===== src/rtl/core/bgauge_pkg.sv =====
// ----------------------------------------------------------------------------
// bgauge_pkg
// Shared widths, register codes and the fixed lithium-ion discharge curve of
// the battery gauge.
// ----------------------------------------------------------------------------
package bgauge_pkg;

    // field widths
    localparam int SAMPLE_W   = 12;
    localparam int MV_W       = 13;
    localparam int PCT_W      = 7;
    localparam int WEIGHT_W   = 16;
    localparam int REF_W      = 12;
    localparam int GAIN_W     = 16;
    localparam int FRAC_W     = 16;
    localparam int FILT_W     = MV_W + FRAC_W;      // Q13.16 filter value

    // configuration port
    localparam int CFG_IDX_W  = 3;
    localparam int CFG_DATA_W = 16;

    typedef logic [CFG_IDX_W-1:0] cfg_idx_t;

    localparam cfg_idx_t REG_EMA_WEIGHT   = 3'd0;
    localparam cfg_idx_t REG_REFERENCE_MV = 3'd1;
    localparam cfg_idx_t REG_DIVIDER_GAIN = 3'd2;
    localparam cfg_idx_t REG_MAX_MV       = 3'd3;
    localparam cfg_idx_t REG_MIN_MV       = 3'd4;

    localparam logic [WEIGHT_W-1:0] RST_EMA_WEIGHT   = 16'd6554;
    localparam logic [REF_W-1:0]    RST_REFERENCE_MV = 12'd2450;
    localparam logic [GAIN_W-1:0]   RST_DIVIDER_GAIN = 16'd29789;
    localparam logic [MV_W-1:0]     RST_MAX_MV       = 13'd4200;
    localparam logic [MV_W-1:0]     RST_MIN_MV       = 13'd3000;

    // serial shift-add multiplier
    localparam int MCAND_W  = FILT_W;               // widest multiplicand
    localparam int MPLIER_W = 16;                   // one multiplier bit per cycle
    localparam int PROD_W   = MCAND_W + MPLIER_W;
    localparam int STEP_W   = 4;

    // voltage scaling: (avg*ref*gain + 4095*8192) / (4095*16384)
    localparam int NUM_W    = 41;
    localparam int QUOT_W   = 16;
    localparam int DREM_W   = 26;
    localparam logic [DREM_W-1:0] SCALE_DIVISOR = 26'd67092480;
    localparam logic [NUM_W-1:0]  SCALE_ROUND   = 41'd33546240;

    // filter rounding
    localparam logic [PROD_W-1:0] RND_HALF_UP   = 45'd32768;
    localparam logic [PROD_W-1:0] RND_HALF_DOWN = 45'd32767;
    localparam logic [FILT_W-1:0] FILT_HALF     = 29'd32768;

    // charge curve
    localparam int CURVE_POINTS = 12;
    localparam int SEG_W        = 4;
    localparam int SPAN_W       = 9;                // widest segment is 300 mV
    localparam int DPCT_W       = 4;                // widest step is 10 %
    localparam int EXT_W        = SPAN_W + FRAC_W;  // offset into a segment
    localparam int PNUM_W       = 30;
    localparam logic [SEG_W-1:0] SEG_LAST = 4'd10;

    localparam logic [MV_W-1:0] CURVE_MV [CURVE_POINTS] = '{
        13'd4200, 13'd4150, 13'd4050, 13'd3950, 13'd3850, 13'd3750,
        13'd3700, 13'd3650, 13'd3550, 13'd3450, 13'd3300, 13'd3000};
    localparam logic [PCT_W-1:0] CURVE_PCT [CURVE_POINTS] = '{
        7'd100, 7'd95, 7'd85, 7'd75, 7'd65, 7'd55,
        7'd45, 7'd35, 7'd25, 7'd15, 7'd5, 7'd0};

    localparam logic [MV_W-1:0]  CURVE_TOP_MV    = 13'd4200;
    localparam logic [MV_W-1:0]  CURVE_BOTTOM_MV = 13'd3000;
    localparam logic [PCT_W-1:0] PCT_FULL        = 7'd100;
    localparam logic [PCT_W-1:0] PCT_EMPTY       = 7'd0;

    // lower end of a segment in mV
    function automatic logic [MV_W-1:0] seg_lo_mv(input logic [SEG_W-1:0] seg);
        logic [SEG_W-1:0] nxt;
        nxt = seg + 4'd1;
        return CURVE_MV[nxt];
    endfunction

    // percentage at the lower end of a segment
    function automatic logic [PCT_W-1:0] seg_lo_pct(input logic [SEG_W-1:0] seg);
        logic [SEG_W-1:0] nxt;
        nxt = seg + 4'd1;
        return CURVE_PCT[nxt];
    endfunction

    // width of a segment in mV
    function automatic logic [SPAN_W-1:0] seg_span_mv(input logic [SEG_W-1:0] seg);
        logic [SEG_W-1:0] nxt;
        logic [MV_W-1:0]  span;
        nxt  = seg + 4'd1;
        span = CURVE_MV[seg] - CURVE_MV[nxt];
        return span[SPAN_W-1:0];
    endfunction

    // percentage rise across a segment
    function automatic logic [DPCT_W-1:0] seg_step_pct(input logic [SEG_W-1:0] seg);
        logic [SEG_W-1:0] nxt;
        logic [PCT_W-1:0] step;
        nxt  = seg + 4'd1;
        step = CURVE_PCT[seg] - CURVE_PCT[nxt];
        return step[DPCT_W-1:0];
    endfunction

endpackage


===== src/rtl/core/battery_gauge_average_ema_percent_core.sv =====
// ----------------------------------------------------------------------------
// battery_gauge_average_ema_percent_core
// Battery gauge: window average of converter samples, scaling to mV with
// clamp, Q16 exponential moving average and piecewise-linear charge lookup.
// ----------------------------------------------------------------------------
// Sequence: the beat that closes a window starts the serial multiplier passes
//   (avg*ref, then *gain, and weight*|x-f| once the filter is seeded), the
//   scaling divider and the curve walk, which all come before out_valid.
// Throughput: one sample a cycle inside a window; the closing beat holds
//   in_stall for the length of the sequencer run.
// Reset: rst_n clears the window, the filter and its seed flag, and loads
//   the default register values; no clearing pass.
// ----------------------------------------------------------------------------
module battery_gauge_average_ema_percent_core #(
    parameter int WINDOW_LOG2 = 5
) (
    input  logic                                   clk,
    input  logic                                   rst_n,

    // configuration write port
    input  logic                                   cfg_wr_en,
    input  logic [bgauge_pkg::CFG_IDX_W-1:0]       cfg_index,
    input  logic [bgauge_pkg::CFG_DATA_W-1:0]      cfg_wdata,

    // sample channel
    input  logic                                   in_valid,
    output logic                                   in_stall,
    input  logic [bgauge_pkg::SAMPLE_W-1:0]        sample,

    // result channel
    output logic                                   out_valid,
    input  logic                                   out_stall,
    output logic [bgauge_pkg::SAMPLE_W-1:0]        window_average,
    output logic [bgauge_pkg::MV_W-1:0]            clamped_millivolts,
    output logic [bgauge_pkg::MV_W-1:0]            filtered_millivolts,
    output logic [bgauge_pkg::PCT_W-1:0]           charge_percent
);

    localparam int SAMPLE_W = bgauge_pkg::SAMPLE_W;
    localparam int MV_W     = bgauge_pkg::MV_W;
    localparam int PCT_W    = bgauge_pkg::PCT_W;
    localparam int FRAC_W   = bgauge_pkg::FRAC_W;
    localparam int FILT_W   = bgauge_pkg::FILT_W;
    localparam int MCAND_W  = bgauge_pkg::MCAND_W;
    localparam int MPLIER_W = bgauge_pkg::MPLIER_W;
    localparam int PROD_W   = bgauge_pkg::PROD_W;
    localparam int STEP_W   = bgauge_pkg::STEP_W;
    localparam int NUM_W    = bgauge_pkg::NUM_W;
    localparam int QUOT_W   = bgauge_pkg::QUOT_W;
    localparam int DREM_W   = bgauge_pkg::DREM_W;
    localparam int SEG_W    = bgauge_pkg::SEG_W;
    localparam int SPAN_W   = bgauge_pkg::SPAN_W;
    localparam int DPCT_W   = bgauge_pkg::DPCT_W;
    localparam int EXT_W    = bgauge_pkg::EXT_W;
    localparam int PNUM_W   = bgauge_pkg::PNUM_W;

    // window accumulator sizing
    localparam int SUM_W = SAMPLE_W + WINDOW_LOG2;
    localparam int CNT_W = (WINDOW_LOG2 > 0) ? WINDOW_LOG2 : 1;
    localparam logic [CNT_W-1:0] CNT_LAST = CNT_W'((1 << WINDOW_LOG2) - 1);

    // serial step counts
    localparam logic [STEP_W-1:0] MUL_LAST  = STEP_W'(MPLIER_W - 1);
    localparam logic [STEP_W-1:0] DIV_LAST  = STEP_W'(QUOT_W - 1);
    localparam logic [STEP_W-1:0] PDIV_LAST = STEP_W'(DPCT_W - 1);

    // avg*ref fits this many bits
    localparam int AR_W = SAMPLE_W + bgauge_pkg::REF_W;

    typedef enum logic [3:0] {
        S_IDLE,
        S_MUL_AR,       // avg * reference
        S_MUL_G,        // (avg * reference) * gain
        S_DIV_INIT,     // add rounding term, load divider
        S_DIV,          // restoring divide by the scale constant
        S_CLAMP,
        S_EMA_DIFF,     // |x - f| and its sign
        S_MUL_W,        // weight * |x - f|
        S_EMA_RND,
        S_EMA_UPD,
        S_PCT_INIT,     // end stops of the curve
        S_PCT_SEG,      // walk down the segments
        S_PCT_NUM,
        S_PCT_DIV,      // 4-bit divide by segment span
        S_OUT
    } state_t;

    // ---------------------------------------------------------------- control
    state_t                         state_reg,     state_next;
    logic [bgauge_pkg::WEIGHT_W-1:0] weight_reg,   weight_next;
    logic [bgauge_pkg::REF_W-1:0]   ref_mv_reg,    ref_mv_next;
    logic [bgauge_pkg::GAIN_W-1:0]  gain_reg,      gain_next;
    logic [MV_W-1:0]                max_mv_reg,    max_mv_next;
    logic [MV_W-1:0]                min_mv_reg,    min_mv_next;
    logic [SUM_W-1:0]               sum_reg,       sum_next;
    logic [CNT_W-1:0]               cnt_reg,       cnt_next;
    logic [FILT_W-1:0]              filt_reg,      filt_next;
    logic                           seeded_reg,    seeded_next;
    logic [STEP_W-1:0]              step_reg,      step_next;
    logic [SEG_W-1:0]               seg_reg,       seg_next;
    logic                           out_valid_reg, out_valid_next;
    logic [SAMPLE_W-1:0]            wavg_out_reg,  wavg_out_next;
    logic [MV_W-1:0]                cmv_out_reg,   cmv_out_next;
    logic [MV_W-1:0]                fmv_out_reg,   fmv_out_next;
    logic [PCT_W-1:0]               pct_out_reg,   pct_out_next;

    // --------------------------------------------------------------- datapath
    logic [SAMPLE_W-1:0]            avg_reg,       avg_next;
    logic [MV_W-1:0]                clamped_reg,   clamped_next;
    logic [PCT_W-1:0]               pct_reg,       pct_next;
    logic [MCAND_W-1:0]             mcand_reg,     mcand_next;
    logic [MPLIER_W-1:0]            mplier_reg,    mplier_next;
    logic [PROD_W-1:0]              acc_reg,       acc_next;
    logic [DREM_W-1:0]              rem_reg,       rem_next;
    logic [QUOT_W-1:0]              quot_reg,      quot_next;
    logic                           neg_reg,       neg_next;
    logic [FILT_W-1:0]              delta_reg,     delta_next;
    logic [EXT_W-1:0]               ext_reg,       ext_next;
    logic [SPAN_W-1:0]              prem_reg,      prem_next;
    logic [DPCT_W-1:0]              pquot_reg,     pquot_next;

    // ------------------------------------------------------- combinational
    logic                   in_take;
    logic                   out_free;
    logic [SUM_W-1:0]       sum_add;
    logic [MCAND_W:0]       mul_sum;
    logic [PROD_W-1:0]      mul_acc;
    logic [NUM_W-1:0]       scale_num;
    logic [DREM_W:0]        div_sh;
    logic                   div_ge;
    logic [DREM_W:0]        div_diff;
    logic [QUOT_W-1:0]      raw_mv;
    logic [MV_W-1:0]        clamp_val;
    logic [FILT_W-1:0]      x_val;
    logic [PROD_W-1:0]      rnd_sum;
    logic [MV_W-1:0]        fq_mv;
    logic [FRAC_W-1:0]      fq_frac;
    logic [MV_W-1:0]        lo_mv;
    logic [SPAN_W-1:0]      span_mv;
    logic [DPCT_W-1:0]      step_pct;
    logic [FILT_W-1:0]      ext_full;
    logic [EXT_W+DPCT_W-1:0] pprod;
    logic [PNUM_W-1:0]      pnum;
    logic [SPAN_W:0]        pdiv_sh;
    logic                   pdiv_ge;
    logic [SPAN_W:0]        pdiv_diff;
    logic [FILT_W-1:0]      filt_round;

    assign in_stall            = (state_reg != S_IDLE);
    assign out_valid           = out_valid_reg;
    assign window_average      = wavg_out_reg;
    assign clamped_millivolts  = cmv_out_reg;
    assign filtered_millivolts = fmv_out_reg;
    assign charge_percent      = pct_out_reg;

    assign in_take  = in_valid && (state_reg == S_IDLE);
    assign out_free = !out_valid_reg || !out_stall;
    assign sum_add  = sum_reg + SUM_W'(sample);

    // shift-add step: add multiplicand into the top half, shift right
    assign mul_sum = {1'b0, acc_reg[PROD_W-1:MPLIER_W]}
                   + (mplier_reg[0] ? {1'b0, mcand_reg} : {(MCAND_W+1){1'b0}});
    assign mul_acc = {mul_sum, acc_reg[MPLIER_W-1:1]};

    // scaling divider, one quotient bit a cycle
    assign scale_num = NUM_W'(acc_reg[NUM_W-2:0]) + bgauge_pkg::SCALE_ROUND;
    assign div_sh    = {rem_reg, quot_reg[QUOT_W-1]};
    assign div_ge    = (div_sh >= {1'b0, bgauge_pkg::SCALE_DIVISOR});
    assign div_diff  = div_sh - {1'b0, bgauge_pkg::SCALE_DIVISOR};

    // clamp: max is checked first, so min above max still yields max on overflow
    assign raw_mv = quot_reg;
    always_comb
    begin
        if (raw_mv > QUOT_W'(max_mv_reg))
            clamp_val = max_mv_reg;
        else if (raw_mv < QUOT_W'(min_mv_reg))
            clamp_val = min_mv_reg;
        else
            clamp_val = raw_mv[MV_W-1:0];
    end

    assign x_val   = {clamped_reg, {FRAC_W{1'b0}}};
    // round half up on the signed step: +32768 upward, +32767 on magnitude downward
    assign rnd_sum = acc_reg + (neg_reg ? bgauge_pkg::RND_HALF_DOWN
                                        : bgauge_pkg::RND_HALF_UP);

    // curve lookup
    assign fq_mv     = filt_reg[FILT_W-1:FRAC_W];
    assign fq_frac   = filt_reg[FRAC_W-1:0];
    assign lo_mv     = bgauge_pkg::seg_lo_mv(seg_reg);
    assign span_mv   = bgauge_pkg::seg_span_mv(seg_reg);
    assign step_pct  = bgauge_pkg::seg_step_pct(seg_reg);
    assign ext_full  = filt_reg - {lo_mv, {FRAC_W{1'b0}}};
    assign pprod     = ext_reg * step_pct;
    // (2*dp*e + span<<16) >> 17, then divide by span for the rounded step
    assign pnum      = PNUM_W'({pprod, 1'b0}) + PNUM_W'({span_mv, {FRAC_W{1'b0}}});
    assign pdiv_sh   = {prem_reg, pquot_reg[DPCT_W-1]};
    assign pdiv_ge   = (pdiv_sh >= {1'b0, span_mv});
    assign pdiv_diff = pdiv_sh - {1'b0, span_mv};

    assign filt_round = filt_reg + bgauge_pkg::FILT_HALF;

    // ------------------------------------------------------- next state
    always_comb
    begin
        state_next     = state_reg;
        weight_next    = weight_reg;
        ref_mv_next    = ref_mv_reg;
        gain_next      = gain_reg;
        max_mv_next    = max_mv_reg;
        min_mv_next    = min_mv_reg;
        sum_next       = sum_reg;
        cnt_next       = cnt_reg;
        filt_next      = filt_reg;
        seeded_next    = seeded_reg;
        step_next      = step_reg;
        seg_next       = seg_reg;
        out_valid_next = out_valid_reg;
        wavg_out_next  = wavg_out_reg;
        cmv_out_next   = cmv_out_reg;
        fmv_out_next   = fmv_out_reg;
        pct_out_next   = pct_out_reg;
        avg_next       = avg_reg;
        clamped_next   = clamped_reg;
        pct_next       = pct_reg;
        mcand_next     = mcand_reg;
        mplier_next    = mplier_reg;
        acc_next       = acc_reg;
        rem_next       = rem_reg;
        quot_next      = quot_reg;
        neg_next       = neg_reg;
        delta_next     = delta_reg;
        ext_next       = ext_reg;
        prem_next      = prem_reg;
        pquot_next     = pquot_reg;

        if (cfg_wr_en)
        begin
            unique case (cfg_index)
                bgauge_pkg::REG_EMA_WEIGHT:   weight_next = cfg_wdata;
                bgauge_pkg::REG_REFERENCE_MV: ref_mv_next = cfg_wdata[bgauge_pkg::REF_W-1:0];
                bgauge_pkg::REG_DIVIDER_GAIN: gain_next   = cfg_wdata;
                bgauge_pkg::REG_MAX_MV:       max_mv_next = cfg_wdata[MV_W-1:0];
                bgauge_pkg::REG_MIN_MV:       min_mv_next = cfg_wdata[MV_W-1:0];
                default: ;
            endcase
        end

        if (out_valid_reg && !out_stall)
            out_valid_next = 1'b0;

        unique case (state_reg)
            S_IDLE:
            begin
                if (in_take)
                begin
                    if (cnt_reg == CNT_LAST)
                    begin
                        sum_next    = '0;
                        cnt_next    = '0;
                        avg_next    = sum_add[WINDOW_LOG2 +: SAMPLE_W];
                        mcand_next  = MCAND_W'(sum_add[WINDOW_LOG2 +: SAMPLE_W]);
                        mplier_next = MPLIER_W'(ref_mv_reg);
                        acc_next    = '0;
                        step_next   = '0;
                        state_next  = S_MUL_AR;
                    end
                    else
                    begin
                        sum_next = sum_add;
                        cnt_next = cnt_reg + 1'b1;
                    end
                end
            end

            S_MUL_AR, S_MUL_G, S_MUL_W:
            begin
                acc_next    = mul_acc;
                mplier_next = mplier_reg >> 1;
                step_next   = step_reg + 1'b1;
                if (step_reg == MUL_LAST)
                begin
                    if (state_reg == S_MUL_AR)
                    begin
                        mcand_next  = MCAND_W'(mul_acc[AR_W-1:0]);
                        mplier_next = gain_reg;
                        acc_next    = '0;
                        state_next  = S_MUL_G;
                    end
                    else if (state_reg == S_MUL_G)
                        state_next = S_DIV_INIT;
                    else
                        state_next = S_EMA_RND;
                end
            end

            S_DIV_INIT:
            begin
                rem_next   = DREM_W'(scale_num[NUM_W-1:QUOT_W]);
                quot_next  = scale_num[QUOT_W-1:0];
                step_next  = '0;
                state_next = S_DIV;
            end

            S_DIV:
            begin
                rem_next  = div_ge ? div_diff[DREM_W-1:0] : div_sh[DREM_W-1:0];
                quot_next = {quot_reg[QUOT_W-2:0], div_ge};
                step_next = step_reg + 1'b1;
                if (step_reg == DIV_LAST)
                    state_next = S_CLAMP;
            end

            S_CLAMP:
            begin
                clamped_next = clamp_val;
                if (!seeded_reg)
                begin
                    // first window loads the filter directly
                    filt_next   = {clamp_val, {FRAC_W{1'b0}}};
                    seeded_next = 1'b1;
                    state_next  = S_PCT_INIT;
                end
                else
                    state_next = S_EMA_DIFF;
            end

            S_EMA_DIFF:
            begin
                // f' = f + w*(x - f)/2^16, worked on the magnitude
                neg_next    = (filt_reg > x_val);
                mcand_next  = (filt_reg > x_val) ? (filt_reg - x_val) : (x_val - filt_reg);
                mplier_next = weight_reg;
                acc_next    = '0;
                step_next   = '0;
                state_next  = S_MUL_W;
            end

            S_EMA_RND:
            begin
                delta_next = rnd_sum[PROD_W-1:FRAC_W];
                state_next = S_EMA_UPD;
            end

            S_EMA_UPD:
            begin
                filt_next  = neg_reg ? (filt_reg - delta_reg) : (filt_reg + delta_reg);
                state_next = S_PCT_INIT;
            end

            S_PCT_INIT:
            begin
                seg_next = '0;
                if (fq_mv >= bgauge_pkg::CURVE_TOP_MV)
                begin
                    pct_next   = bgauge_pkg::PCT_FULL;
                    state_next = S_OUT;
                end
                else if ((fq_mv < bgauge_pkg::CURVE_BOTTOM_MV) ||
                         ((fq_mv == bgauge_pkg::CURVE_BOTTOM_MV) && (fq_frac == '0)))
                begin
                    pct_next   = bgauge_pkg::PCT_EMPTY;
                    state_next = S_OUT;
                end
                else
                    state_next = S_PCT_SEG;
            end

            S_PCT_SEG:
            begin
                // bottom segment always hits, the walk stops there at the latest
                if ((fq_mv >= lo_mv) || (seg_reg == bgauge_pkg::SEG_LAST))
                begin
                    ext_next   = ext_full[EXT_W-1:0];
                    state_next = S_PCT_NUM;
                end
                else
                    seg_next = seg_reg + 1'b1;
            end

            S_PCT_NUM:
            begin
                prem_next  = pnum[PNUM_W-1 -: SPAN_W];
                pquot_next = pnum[PNUM_W-SPAN_W-1 -: DPCT_W];
                step_next  = '0;
                state_next = S_PCT_DIV;
            end

            S_PCT_DIV:
            begin
                prem_next  = pdiv_ge ? pdiv_diff[SPAN_W-1:0] : pdiv_sh[SPAN_W-1:0];
                pquot_next = {pquot_reg[DPCT_W-2:0], pdiv_ge};
                step_next  = step_reg + 1'b1;
                if (step_reg == PDIV_LAST)
                begin
                    pct_next   = bgauge_pkg::seg_lo_pct(seg_reg)
                               + PCT_W'({pquot_reg[DPCT_W-2:0], pdiv_ge});
                    state_next = S_OUT;
                end
            end

            S_OUT:
            begin
                if (out_free)
                begin
                    out_valid_next = 1'b1;
                    wavg_out_next  = avg_reg;
                    cmv_out_next   = clamped_reg;
                    fmv_out_next   = filt_round[FILT_W-1:FRAC_W];
                    pct_out_next   = pct_reg;
                    state_next     = S_IDLE;
                end
            end

            default: state_next = S_IDLE;
        endcase
    end

    // ------------------------------------------------------- registers
    always_ff @(posedge clk or negedge rst_n)
    begin
        if (!rst_n)
        begin
            state_reg     <= S_IDLE;
            weight_reg    <= bgauge_pkg::RST_EMA_WEIGHT;
            ref_mv_reg    <= bgauge_pkg::RST_REFERENCE_MV;
            gain_reg      <= bgauge_pkg::RST_DIVIDER_GAIN;
            max_mv_reg    <= bgauge_pkg::RST_MAX_MV;
            min_mv_reg    <= bgauge_pkg::RST_MIN_MV;
            sum_reg       <= '0;
            cnt_reg       <= '0;
            filt_reg      <= '0;
            seeded_reg    <= 1'b0;
            step_reg      <= '0;
            seg_reg       <= '0;
            out_valid_reg <= 1'b0;
            wavg_out_reg  <= '0;
            cmv_out_reg   <= '0;
            fmv_out_reg   <= '0;
            pct_out_reg   <= '0;
        end
        else
        begin
            state_reg     <= state_next;
            weight_reg    <= weight_next;
            ref_mv_reg    <= ref_mv_next;
            gain_reg      <= gain_next;
            max_mv_reg    <= max_mv_next;
            min_mv_reg    <= min_mv_next;
            sum_reg       <= sum_next;
            cnt_reg       <= cnt_next;
            filt_reg      <= filt_next;
            seeded_reg    <= seeded_next;
            step_reg      <= step_next;
            seg_reg       <= seg_next;
            out_valid_reg <= out_valid_next;
            wavg_out_reg  <= wavg_out_next;
            cmv_out_reg   <= cmv_out_next;
            fmv_out_reg   <= fmv_out_next;
            pct_out_reg   <= pct_out_next;
        end
    end

    // datapath registers, no reset needed
    always_ff @(posedge clk)
    begin
        avg_reg     <= avg_next;
        clamped_reg <= clamped_next;
        pct_reg     <= pct_next;
        mcand_reg   <= mcand_next;
        mplier_reg  <= mplier_next;
        acc_reg     <= acc_next;
        rem_reg     <= rem_next;
        quot_reg    <= quot_next;
        neg_reg     <= neg_next;
        delta_reg   <= delta_next;
        ext_reg     <= ext_next;
        prem_reg    <= prem_next;
        pquot_reg   <= pquot_next;
    end

endmodule


===== config.mk =====
export PLATFORM = sky130hd
export DESIGN_NAME = battery_gauge_average_ema_percent_core
export DESIGN_NICKNAME = d
export VERILOG_FILES = /design/src/rtl/core/bgauge_pkg.sv /design/src/rtl/core/battery_gauge_average_ema_percent_core.sv
export SDC_FILE = /design/constraint.sdc
export NUM_CORES = 1
export LEC_CHECK = 0
export BUFFER_PORTS_ARGS = -buffer_cell sky130_fd_sc_hd__buf_2
export CAP_MARGIN = 20
export CORE_AREA = 2 2 272 274
export CTS_CLUSTER_SIZE = 24
export DETAILED_ROUTE_END_ITERATION = 10
export DIE_AREA = 0 0 274 276
export GPL_TIMING_DRIVEN = 0
export MAX_ROUTING_LAYER = met4
export PLACE_DENSITY = 0.54
export SYNTH_ARGS = -nofsm -noshare
export SYNTH_HDL_FRONTEND = slang
export SYNTH_SLANG_ARGS = --single-unit

===== constraint.sdc =====
create_clock -name clk -period 11.13 [get_ports clk]
set_clock_uncertainty 0.05 [all_clocks]
set_input_delay 2.226 -clock clk [delete_from_list [all_inputs] [get_ports clk]]
set_output_delay 2.226 -clock clk [all_outputs]
set_load 0.005 [all_outputs]

==> summary.txt <==
Run status
  – Status: finished clean

Route
  – DR vias/cell: roughly 5.5
  – Per-cell routed wire length: 20.5 um
  – DRT antenna net count: 0
  – Drt first pass iters: 6
  – WL final: 84.5 mm
  – Via Count: 22.6k
  – Post-route DRC: 0
  – Initial DRC count: between 1.5k and 2k

Global routing
  – Global-route wire length before repair: 131 mm
  – Largest net degree at the start of global routing: slightly below 100
  – Vias in the first global route: around 23k
  – All-layer global routing usage: 0.229
  – Antenna violations before repair: 0
  – Overflow left after global routing: 0

Place
  – Placer Congestion: between 0.9 and 1
  – Buffers on Ports: 82
  – HPWL after DPL: 67.1 mm

Finish
  – Multi-input logic area: 16,100 um^2
  – Max FFs per register: 45
  – Sequential standard cell area: 11,500 um^2
  – Layout cells sized above 1: 0.105
  – Area grow syn2layout: 11.8%
  – Final #Nets: 3,433
  – Ant. Diodes: 0
  – Fillers: 7,090

Floorplanning
  – Initial core utilization: 0.396
  – Die Footprint: 75,600 um^2
  – IO Pins: 83
  – Die X: 274 um
  – CORE AREA: 72,600 um^2
  – Die H: roughly 280 um
  – Num rows: 99

Clock tree
  – Max H-tree Level: 2
  – # clock sinks: ~400
  – Worst-path clk slew: 0.06 ns
  – CTS tree: done
  – Clock Tree Buf Depth: 3
  – # Post-CTS Setup Buffers: 0
  – CTS Root Buffer Type: clkbuf_16
  – Total CTS buffers: 49
  – Worst skew pair latency: a little under 0.6 ns
  – Hold_buf cts: 0
  – CTS resizes: 0

Critical path
  – Reg2reg end: prem_reg[7]
  – Crit-path max cell delay: 0.71 ns
  – R2r startpoint: seg_reg[1]
  – Worst path top cell family by delay: compound AO/OA/AOI/OAI gates
  – Setup crit end kind: register
  – Crit Path Category: reg2reg
  – Crit. path cell count: 37
  – Crit path launch type: register
  – Worst EP required: 11.42 ns
  – Worst Path Buf+Inv: 7
  – CP dominant cell by count: ha_1
  – Slowest library cell on the worst path: xnor2_1
  – Worst Reg-to-Reg Cells: 37
  – Arr. time, crit path: 10.01 ns
  – Setup slack, reg-to-reg: 1.42 ns
  – Crit-path max FO: 10

STA
  – Final Hold Fails: 0
  – Tcrit/Tclk final: 0.873
  – Slew Limit Fails: 0
  – RSZ-0062 raised after global routing: false
  – Max Fclk: 0.103 GHz
  – Rel. slew slack: 0.365
  – Final setup viols: 0
  – Min cycle time layout: 9.71 ns
  – Worst-Margin Slew: 0.945 ns
  – Setup tns final: 0 ns

Yosys
  – Cell Area, Synth: 28,800 um^2
  – Async SR Flop Fraction: 0.437
  – Distinct cells, synth: 83
  – Cells after Synth: a little under 3k
  – Synth Net Count: 3,290
  – Mean post-synth cell area: 9.67 um^2
  – Syn. warnings: 0
  – Seq/Total Area, Yosys: 0.400
  – Top_reg_cell synth: edfxtp_1
  – EDFF count, synth: approximately 230
  – Post-synthesis register bit count: between 400 and 500

Flow run
  – Max cap viols: 0

Hold path
  – Hold Path Cell Cnt: 2
  – WHS Endpoint: filtered_millivolts[8]
  – HP Class: reg2reg
  – Hold_sp: filtered_millivolts[8]
-- layout by cell type, fill, tap and decap left out, drive strengths merged, types with 24 or more instances in the layout --
master / count
a21o: 77
a21oi: 187
a22oi: 29
a31oi: 25
and2: 83
and3: 38
buf: 107
clkbuf: 185
dfrtp: 148
dfstp: 32
edfxtp: 232
fa: 55
ha: 223
inv: 197
mux2: 86
mux2i: 30
nand2: 280
nand2b: 46
nand3: 97
nand4: 24
nor2: 203
nor2b: 52
nor3: 51
o21ai: 196
xnor2: 155
xor2: 74
-- area by class of cell --
type | count | area share
clock buffers | 74 | 0.0439
repair buffers | 92 | 0.0170
flip-flops and latches | 412 | 0.358
multi-input cells | 2243 | 0.499
clock inverters | 18 | 0.00657
well taps | 959 | 0.0373
inverters | 195 | 0.0227
plain buffers | 126 | 0.0159
-- how the worst max path moves through the flow --
stage	from	endpoint	slack, ns
6_report	seg_reg[1]	prem_reg[7]	1.42
5_1_grt	seg_reg[1]	prem_reg[7]	0.70
4_1_cts	seg_reg[1]	prem_reg[7]	1.36
3_5_place_dp	seg_reg[1]	prem_reg[7]	1.37
3_3_place_gp	seg_reg[1]	prem_reg[7]	1.51
2_1_floorplan	seg_reg[1]	prem_reg[5]	3.44
-- metal layers --
metal | vias up | global-route usage | part of all wire | wire (um)
met2 | 514 | 0.373 | 0.48 | 40600
met3 | 152 | 0.0248 | 0.039 | 3300
li1 | 10900 | - | - | -
met1 | 11100 | 0.293 | 0.44 | 37400
met4 | 0 | 0.0846 | 0.038 | 3250
met5 | - | - | 0 | 0
-- stage by stage --
stage	util	instance area [um^2]	hold slack, ns	setup slack, ns	cells
after floorplan	-	28800	0.393	3.44	2976
after global placement	0.419	30400	0.415	1.51	4017
after detailed placement	0.421	30600	0.418	1.37	4026
after CTS	0.443	32200	0.430	1.36	4118
after global routing	0.443	32200	0.438	0.695	4119
final	0.443	32200	0.428	1.42	4119
-- Yosys cell counts (11+ instances only) --
library cell	count	area, um^2
or3_1	15	93.8
nand3_1	97	485
clkbuf_1	108	405
nand2b_1	46	288
dfrtp_1	148	3700
mux2_2	86	968
and2_1	80	500
xor2_1	74	648
a22oi_1	29	218
nor4_1	13	81.3
a31oi_1	25	156
nor2_1	201	754
o21bai_1	17	128
a21oi_1	187	936
fa_1	55	1100
a21o_1	77	578
nand4_1	24	150
a221o_1	11	110
o211ai_1	11	82.6
nor3_1	49	245
o21ai_1	12	60.1
dfstp_2	32	841
nand2_1	280	1050
inv_1	195	732
o21a_1	17	128
o31ai_1	11	82.6
or2_2	11	68.8
o21ai_0	183	916
a22o_1	15	131
xnor2_1	155	1360
nor2b_1	52	325
ha_1	223	2790
and3_1	37	231
edfxtp_1	232	6970
a211oi_1	16	120
mux2i_1	30	300
-- logic make-up (layout without fill, tap and decap cells) --
group / Yosys count / count (layout) / share of synthesized area
adders and majority gates: 278 / 278 / 0.135
and+or+nand+nor: 951 / 951 / 0.163
AOI/OAI and AO/OA: 669 / 669 / 0.145
muxes: 116 / 116 / 0.0441
DFF: 412 / 412 / 0.400
buffers and inverters: 321 / 505 / 0.0432
xor gates and xnor gates: 229 / 229 / 0.0697
-- tightest hold or removal path: stages, from the launching register on --
cell and delay, ns:
dfrtp_1 0.33, nand2_1 0.04, o21ai_0 0.06
Power is not shown: default switching activity piles up to over one toggle a cycle in this logic, so the estimate is an artifact.
